**src/rtl/core/load_cell_change_detector_unit_assert.svh**
```systemverilog
`ifndef LOAD_CELL_CHANGE_DETECTOR_UNIT_ASSERT_SVH
`define LOAD_CELL_CHANGE_DETECTOR_UNIT_ASSERT_SVH

// same-cycle implication
`define LCCD_ASSERT_NOW(lbl, clk_s, rstn_s, ante, cons) \
  lbl: assert property (@(posedge clk_s) disable iff (!rstn_s) (ante) |-> (cons)) \
    else $error("lccd assertion failed");

// next-cycle implication
`define LCCD_ASSERT_NEXT(lbl, clk_s, rstn_s, ante, cons) \
  lbl: assert property (@(posedge clk_s) disable iff (!rstn_s) (ante) |=> (cons)) \
    else $error("lccd assertion failed");

`endif

```
**src/rtl/core/lccd_pkg.sv**
```systemverilog
package lccd_pkg;

  localparam int WEIGHT_BITS_DEF = 24;

  localparam int CFG_IDX_W  = 3;
  localparam int CFG_DATA_W = 20;

  localparam int NOISE_W  = 16;
  localparam int THRESH_W = 20;
  localparam int BAND_W   = 20;
  localparam int WIN_W    = 16;
  localparam int SHIFT_W  = 3;
  localparam int TIME_W   = 32;

  typedef enum logic [CFG_IDX_W-1:0] {
    REG_NOISE_FLOOR     = 3'd0,
    REG_ITEM_THRESHOLD  = 3'd1,
    REG_STABLE_BAND     = 3'd2,
    REG_WINDOW_MS       = 3'd3,
    REG_SMOOTHING_SHIFT = 3'd4
  } cfg_reg_t;

  typedef enum logic {
    CMD_SAMPLE = 1'b0,
    CMD_CLEAR  = 1'b1
  } cmd_t;

  localparam logic [NOISE_W-1:0]  NOISE_FLOOR_RST     = 16'd80;
  localparam logic [THRESH_W-1:0] ITEM_THRESHOLD_RST  = 20'd800;
  localparam logic [BAND_W-1:0]   STABLE_BAND_RST     = 20'd240;
  localparam logic [WIN_W-1:0]    WINDOW_MS_RST       = 16'd800;
  localparam logic [SHIFT_W-1:0]  SMOOTHING_SHIFT_RST = 3'd2;

endpackage

```
**src/rtl/core/load_cell_change_detector_unit.sv**
```systemverilog
// Load-cell change detector. Takes one word per clock (cmd, signed sample in 1/16 g,
// ms timestamp) and returns exactly one result word per input word. An input word is
// captured in an input register, then the update logic (exponential smoother,
// noise clamp, window min/max, window judgment) writes the state and the output
// register; throughput is one word per cycle while the output side keeps taking
// results. A clear command zeroes all state and restarts the window at its
// timestamp. Configuration registers should be written only while idle.
`include "load_cell_change_detector_unit_assert.svh"

module load_cell_change_detector_unit
  import lccd_pkg::*;
#(
  parameter int WEIGHT_BITS = WEIGHT_BITS_DEF
) (
  input  logic                          clk,
  input  logic                          rst_n,

  input  logic                          cfg_valid,
  output logic                          cfg_ready,
  input  logic [CFG_IDX_W-1:0]          cfg_index,
  input  logic [CFG_DATA_W-1:0]         cfg_data,

  input  logic                          in_valid,
  output logic                          in_ready,
  input  logic                          in_cmd,
  input  logic signed [WEIGHT_BITS-1:0] in_sample_weight,
  input  logic [TIME_W-1:0]             in_now_ms,

  output logic                          out_valid,
  input  logic                          out_ready,
  output logic                          out_changed,
  output logic                          out_added,
  output logic [WEIGHT_BITS-2:0]        out_new_weight,
  output logic signed [WEIGHT_BITS-1:0] out_weight_change
);

  localparam int W  = WEIGHT_BITS;
  localparam int CW = ((W > THRESH_W) ? W : THRESH_W) + 1;

  // config registers
  logic [NOISE_W-1:0]  noise_floor_r;
  logic [THRESH_W-1:0] item_threshold_r;
  logic [BAND_W-1:0]   stable_band_r;
  logic [WIN_W-1:0]    window_ms_r;
  logic [SHIFT_W-1:0]  smoothing_shift_r;

  assign cfg_ready = 1'b1;

  always_ff @(posedge clk) begin
    if (!rst_n) begin
      noise_floor_r     <= NOISE_FLOOR_RST;
      item_threshold_r  <= ITEM_THRESHOLD_RST;
      stable_band_r     <= STABLE_BAND_RST;
      window_ms_r       <= WINDOW_MS_RST;
      smoothing_shift_r <= SMOOTHING_SHIFT_RST;
    end else if (cfg_valid && cfg_ready) begin
      case (cfg_index)
        REG_NOISE_FLOOR:     noise_floor_r     <= cfg_data[NOISE_W-1:0];
        REG_ITEM_THRESHOLD:  item_threshold_r  <= cfg_data[THRESH_W-1:0];
        REG_STABLE_BAND:     stable_band_r     <= cfg_data[BAND_W-1:0];
        REG_WINDOW_MS:       window_ms_r       <= cfg_data[WIN_W-1:0];
        REG_SMOOTHING_SHIFT: smoothing_shift_r <= cfg_data[SHIFT_W-1:0];
        default: ;
      endcase
    end
  end

  // input register
  logic                  in_vld_r;
  logic                  cmd_r;
  logic signed [W-1:0]   sample_r;
  logic [TIME_W-1:0]     now_r;
  logic                  advance;

  assign advance  = in_vld_r && (!out_valid || out_ready);
  assign in_ready = !in_vld_r || advance;

  always_ff @(posedge clk) begin
    if (!rst_n) begin
      in_vld_r <= 1'b0;
    end else if (in_ready) begin
      in_vld_r <= in_valid;
    end
  end

  always_ff @(posedge clk) begin
    if (in_valid && in_ready) begin
      cmd_r    <= in_cmd;
      sample_r <= in_sample_weight;
      now_r    <= in_now_ms;
    end
  end

  // noise clamp: negative or below the floor reads as zero
  function automatic logic [W-2:0] clamp_f(input logic signed [W-1:0] v,
                                           input logic [NOISE_W-1:0] nf);
    logic [W-2:0] mag;
    mag = v[W-2:0];
    if (v[W-1] || (CW'(mag) < CW'(nf))) begin
      return '0;
    end
    return mag;
  endfunction

  // state
  logic signed [W-1:0] smoothed_r, smoothed_nxt;
  logic                primed_r, primed_nxt;
  logic [W-2:0]        confirmed_r, confirmed_nxt;
  logic signed [W-1:0] win_low_r, win_low_nxt;
  logic signed [W-1:0] win_high_r, win_high_nxt;
  logic [TIME_W-1:0]   win_start_r, win_start_nxt;

  logic                out_changed_nxt;
  logic                out_added_nxt;
  logic signed [W-1:0] out_change_nxt;

  logic signed [W:0]   sm_diff;
  logic signed [W:0]   sm_step;
  logic signed [W:0]   sm_sum;
  logic signed [W-1:0] sm_new;
  logic signed [W-1:0] low_base, high_base;
  logic [TIME_W-1:0]   start_base;
  logic [W-2:0]        cur;
  logic signed [W-1:0] cur_s;
  logic signed [W-1:0] low1, high1;
  logic [TIME_W-1:0]   elapsed;
  logic signed [W:0]   spread;
  logic                band_ok;
  logic signed [W:0]   mid_sum;
  logic signed [W:0]   mid_half;
  logic [W-2:0]        mid_c;
  logic signed [W-1:0] delta;
  logic [W-1:0]        delta_abs;
  logic                hit;

  always_comb begin
    sm_diff = {sample_r[W-1], sample_r} - {smoothed_r[W-1], smoothed_r};
    sm_step = sm_diff >>> smoothing_shift_r;
    sm_sum  = {smoothed_r[W-1], smoothed_r} + sm_step;

    if (!primed_r) begin
      sm_new     = sample_r;
      low_base   = sample_r;
      high_base  = sample_r;
      start_base = now_r;
    end else begin
      sm_new     = sm_sum[W-1:0];
      low_base   = win_low_r;
      high_base  = win_high_r;
      start_base = win_start_r;
    end

    cur   = clamp_f(sm_new, noise_floor_r);
    cur_s = {1'b0, cur};
    low1  = (cur_s < low_base) ? cur_s : low_base;
    high1 = (cur_s > high_base) ? cur_s : high_base;

    elapsed  = now_r - start_base;
    spread   = {high1[W-1], high1} - {low1[W-1], low1};
    band_ok  = !spread[W] && (CW'(spread[W-1:0]) <= CW'(stable_band_r));
    mid_sum  = {low1[W-1], low1} + {high1[W-1], high1};
    mid_half = mid_sum >>> 1;
    mid_c    = clamp_f(mid_half[W-1:0], noise_floor_r);
    delta    = {1'b0, mid_c} - {1'b0, confirmed_r};
    delta_abs = delta[W-1] ? W'(-delta) : W'(delta);
    hit      = band_ok && (CW'(delta_abs) > CW'(item_threshold_r));

    smoothed_nxt    = sm_new;
    primed_nxt      = 1'b1;
    confirmed_nxt   = confirmed_r;
    win_low_nxt     = low1;
    win_high_nxt    = high1;
    win_start_nxt   = start_base;
    out_changed_nxt = 1'b0;
    out_added_nxt   = 1'b0;
    out_change_nxt  = '0;

    if (elapsed >= TIME_W'(window_ms_r)) begin
      if (hit) begin
        confirmed_nxt   = mid_c;
        out_changed_nxt = 1'b1;
        out_added_nxt   = !delta[W-1];
        out_change_nxt  = delta;
      end
      win_low_nxt   = cur_s;
      win_high_nxt  = cur_s;
      win_start_nxt = now_r;
    end

    if (cmd_r == CMD_CLEAR) begin
      smoothed_nxt    = '0;
      primed_nxt      = 1'b0;
      confirmed_nxt   = '0;
      win_low_nxt     = '0;
      win_high_nxt    = '0;
      win_start_nxt   = now_r;
      out_changed_nxt = 1'b0;
      out_added_nxt   = 1'b0;
      out_change_nxt  = '0;
    end
  end

  always_ff @(posedge clk) begin
    if (!rst_n) begin
      smoothed_r  <= '0;
      primed_r    <= 1'b0;
      confirmed_r <= '0;
      win_low_r   <= '0;
      win_high_r  <= '0;
      win_start_r <= '0;
    end else if (advance) begin
      smoothed_r  <= smoothed_nxt;
      primed_r    <= primed_nxt;
      confirmed_r <= confirmed_nxt;
      win_low_r   <= win_low_nxt;
      win_high_r  <= win_high_nxt;
      win_start_r <= win_start_nxt;
    end
  end

  // output register
  always_ff @(posedge clk) begin
    if (!rst_n) begin
      out_valid <= 1'b0;
    end else if (advance) begin
      out_valid <= 1'b1;
    end else if (out_ready) begin
      out_valid <= 1'b0;
    end
  end

  always_ff @(posedge clk) begin
    if (advance) begin
      out_changed       <= out_changed_nxt;
      out_added         <= out_added_nxt;
      out_new_weight    <= confirmed_nxt;
      out_weight_change <= out_change_nxt;
    end
  end

  `LCCD_ASSERT_NOW(a_chg_nonzero, clk, rst_n, out_valid && out_changed, out_weight_change != '0)
  `LCCD_ASSERT_NOW(a_nochg_zero, clk, rst_n, out_valid && !out_changed, out_weight_change == '0 && !out_added)
  `LCCD_ASSERT_NOW(a_added_sign, clk, rst_n, out_valid && out_added, !out_weight_change[W-1])
  `LCCD_ASSERT_NEXT(a_clear, clk, rst_n, advance && cmd_r == CMD_CLEAR, !primed_r && confirmed_r == '0 && out_new_weight == '0)
  `LCCD_ASSERT_NEXT(a_in_hold, clk, rst_n, in_vld_r && !advance, in_vld_r && $stable(sample_r) && $stable(now_r))

endmodule

```
**config.mk**
```make
export PLATFORM = sky130hd
export DESIGN_NAME = load_cell_change_detector_unit
export DESIGN_NICKNAME = d
export VERILOG_FILES = /design/src/rtl/core/lccd_pkg.sv /design/src/rtl/core/load_cell_change_detector_unit.sv
export VERILOG_INCLUDE_DIRS = /design/src /design/src/rtl/core
export SDC_FILE = /design/constraint.sdc
export NUM_CORES = 1
export LEC_CHECK = 0
export BUFFER_PORTS_ARGS = -buffer_cell sky130_fd_sc_hd__clkbuf_2
export CORE_UTILIZATION = 38
export CTS_CLUSTER_DIAMETER = 200
export DETAILED_ROUTE_END_ITERATION = 12
export HOLD_SLACK_MARGIN = 0.06
export PLACE_DENSITY = 0.53
export SYNTH_ARGS = -nofsm -noshare
export SYNTH_HDL_FRONTEND = slang
export SYNTH_SLANG_ARGS = --single-unit
```
**constraint.sdc**
```tcl
create_clock -name clk -period 28.6 [get_ports clk]
set_clock_uncertainty 0.2 [all_clocks]
set_input_delay 1.43 -clock clk [delete_from_list [all_inputs] [get_ports clk]]
set_output_delay 1.43 -clock clk [all_outputs]
set_load 0.02 [all_outputs]
```
==> impl_metrics.ini <==
[synthesis]
syn-cell-area_um2 = 26100
synthFlopType = dfxtp_1
synth_common_cells = 299 x nand2_1, 283 x ha_1, 229 x a21oi_1
syn_inst = 3083
synth.most_common_cell = nand2_1
ys_seq_area_frac = 0.279
synth_top_cell_by_area = dfxtp_1
async_flop_share = 0
synth_area_leaders = dfxtp_1 16%, ha_1 14%, edfxtp_1 12%
syn_avg_cell_area_um2 = 8.47
ys_types = 110
synth.top_cell.area_share = 0.157
synth_edf_count = 106
yosys_warnings = 0
synth.ff_latch_count = 311

[timing]
slew_violations = 0
slew-limit-headroom = 0.248
rsz0062_at_grt = false
finalCriticalPeriod_ns = 21.51
finalSetupViolCount = 0
setup-tns-final_ns = 0
tightest_slew_ns = 1.13
fin_crit_sh = 0.752
hold_viol = 0
max_freq_mhz = 46.5

[setup_path]
regToRegSetupSlack_ns = 7.09
path_class = reg2reg
timing.rr.end = out_weight_change[20]
cp_slowest_cell = nand2b_1
worstPathRequired_ns = 28.71
crit-reg2reg-launch = sample_r[0]
crit_fanout = 49
critPathMaxStageDelay_ns = 0.74
crit_arrival_ns = 21.62
worstSetupStartpointType = flop
endpoint_kind = flop
r2r_cells = 92
crit_top_cell = a21oi_1

[detailed_routing]
vias = 22700
drtPass1Iterations = 5
first_iter_violations = 1461
viasPerCell = 5.62
routed_wirelength_um = 79800
wl_per_cell_um = 19.7
antenna_left = 0
drc = 0

[layout]
drive_above_1_share = 0.102
antenna_cells = 0
fillCellCount = 6744
nets = 3511
final_util = 0.426
areaGrowthSynthToFinish_pct = 10.2

[clock_tree]
numCtsBuffers = 42
cts_tree = built
post_cts_buffers = 0
cts.path.max_buffers = 3
clk_latency_ns = 0.57
clk_pin_slew_ns = 0.05
cts_hold_buf = 0
cts_sinks = 311
cts_resized = 0
h-tree-depth = 2
cts_root_buf = clkbuf_16

[flow_run]
maxCapViolCount = 0

[min_path]
worstHoldEndpoint = win_low_r[0]
hp-start = win_low_r[0]
holdPathStages = 2
hold_class = reg2reg

[die]
start_util = 0.387
die_y_um = 264
row_count = 95
core_area_um2 = 67500
die-area_um2 = 69800
io_pins = 137
dieWidth_um = 264

[grt]
grt_pass1_vias = 22100
gr-total-overflow = 0
antenna_found_initial = 0
grt_max_degree = 85
gr-usage-all-layers = 0.225
grt_pass1_wl_um = 125000

[pwr]
p_comb_frac = 0.580
irDropWorstVdd_mv = 0.0543
clockPowerShare = 0.220
swShare = 0.447
p_sw_w = 0.00108
p_int_w = 0.00134
p_seq_frac = 0.201
p_leak_nw = 12.0
power.density_nw_per_um2 = 84.1

[placed_design]
gp_congestion = 0.961
place.detailed.hpwl_um = 62700
io_buffers = 135

[outcome]
status = completed
## metal layers
| metal | GRT usage | vias up | wire [µm] |
|---|---|---|---|
| met1 | 0.306 | 10800 | 37800 |
| li1 | - | 11200 | - |
| met5 | 0 | - | 0 |
| met3 | 0.0232 | 129 | 3290 |
| met4 | 0.0875 | 0 | 2970 |
| met2 | 0.364 | 551 | 35700 |
## per-stage QoR
step | worst slack [ns] | area [µm²] | power (W) | hold WS [ns] | std cells
finish | 7.09 | 28800 | 0.00242 | 0.262 | 4041
global route | 4.87 | 28800 | 0.00260 | 0.264 | 4041
CTS | 7.08 | 28800 | 0.00242 | 0.259 | 4041
detailed placement | 7.18 | 27400 | 0.00187 | 0.245 | 3966
global placement | 7.66 | 27400 | 0.00185 | 0.240 | 3966
floorplan | 10.80 | 26100 | 0.00151 | 0.227 | 3084
## area by class of cell
type	count	area (µm²)	share of cell area
multi-input combinational	2400	17300	0.601
sequential	311	7290	0.253
clock buffer	64	1270	0.0440
tap	873	1090	0.0380
inverter	225	845	0.0294
timing repair buffer	157	843	0.0293
clock inverter	11	133	0.00461
## power by group through the flow
stage	Clock [W]	Sequential (W)	Combinational [W]
6_report	0.000531	0.000485	0.00140
3_3_place_gp	0	0.000494	0.00136
4_1_cts	0.000550	0.000485	0.00139
5_1_grt	0.000565	0.000487	0.00155
3_5_place_dp	0	0.000495	0.00138
2_1_floorplan	0	0.000496	0.00102
## worst max path at each step
stage,start,end,slack [ns],depth (start not counted)
floorplan,sample_r[0],out_new_weight[1],10.80,95
global placement,sample_r[0],out_weight_change[19],7.66,90
detailed placement,sample_r[0],out_weight_change[20],7.18,92
CTS,sample_r[0],out_weight_change[20],7.08,92
global route,sample_r[0],out_weight_change[20],4.87,92
finish,sample_r[0],out_weight_change[20],7.09,92
## critical path, delay by kind of cell, from the launching register on
kind            cells  cell delay, ns
compound gates     43            9.67
xor+xnor            3            0.55
fa+ha+maj          12            3.56
buf+inv             9            2.01
flops               1            0.41
mux                 1            0.51
simple gates       24            4.21
## cells in the final DEF, fill, tap and decap left out, types with 15 or more instances in the layout
cell / n
mux2_2: 37
o221ai_1: 28
or3_1: 22
nor4_1: 18
nor2b_1: 120
and3_1: 18
edfxtp_1: 106
o211ai_1: 31
buf_4: 23
a21boi_0: 71
xor2_1: 44
a21oi_1: 229
nand3_1: 41
a31oi_1: 16
clkbuf_2: 134
mux2i_1: 149
clkbuf_16: 45
xnor2_1: 78
a211oi_1: 27
nand2b_1: 35
nand4_1: 37
nor2_1: 198
inv_1: 222
dfxtp_1: 204
o21ai_0: 114
o21bai_1: 24
o21a_1: 43
a22oi_1: 22
and2_1: 27
o2bb2ai_1: 15
ha_1: 282
nand2_1: 299
nor3_1: 55
a21o_1: 85
## cells by family (layout without fill, tap and decap cells)
logic type	after synthesis	in the layout	synth area share
multiplexers	191	191	0.0774
buffers and inverters	373	457	0.0588
other	2	3	0.000288
XOR/XNOR	123	123	0.0416
flip-flops	311	311	0.279
AO/OA/AOI/OAI	863	863	0.228
adder cells (fa/ha/maj)	289	289	0.140
AND/OR/NAND/NOR	931	931	0.174
## registers in the layout, indices dropped and copies added, names as in the netlist, 24 cells and up
register           flops
win_low_r             24
win_high_r            24
win_start_r           32
sample_r              24
smoothed_r            24
out_weight_change     24
now_r                 32
(Power assumes the default switching activity.)
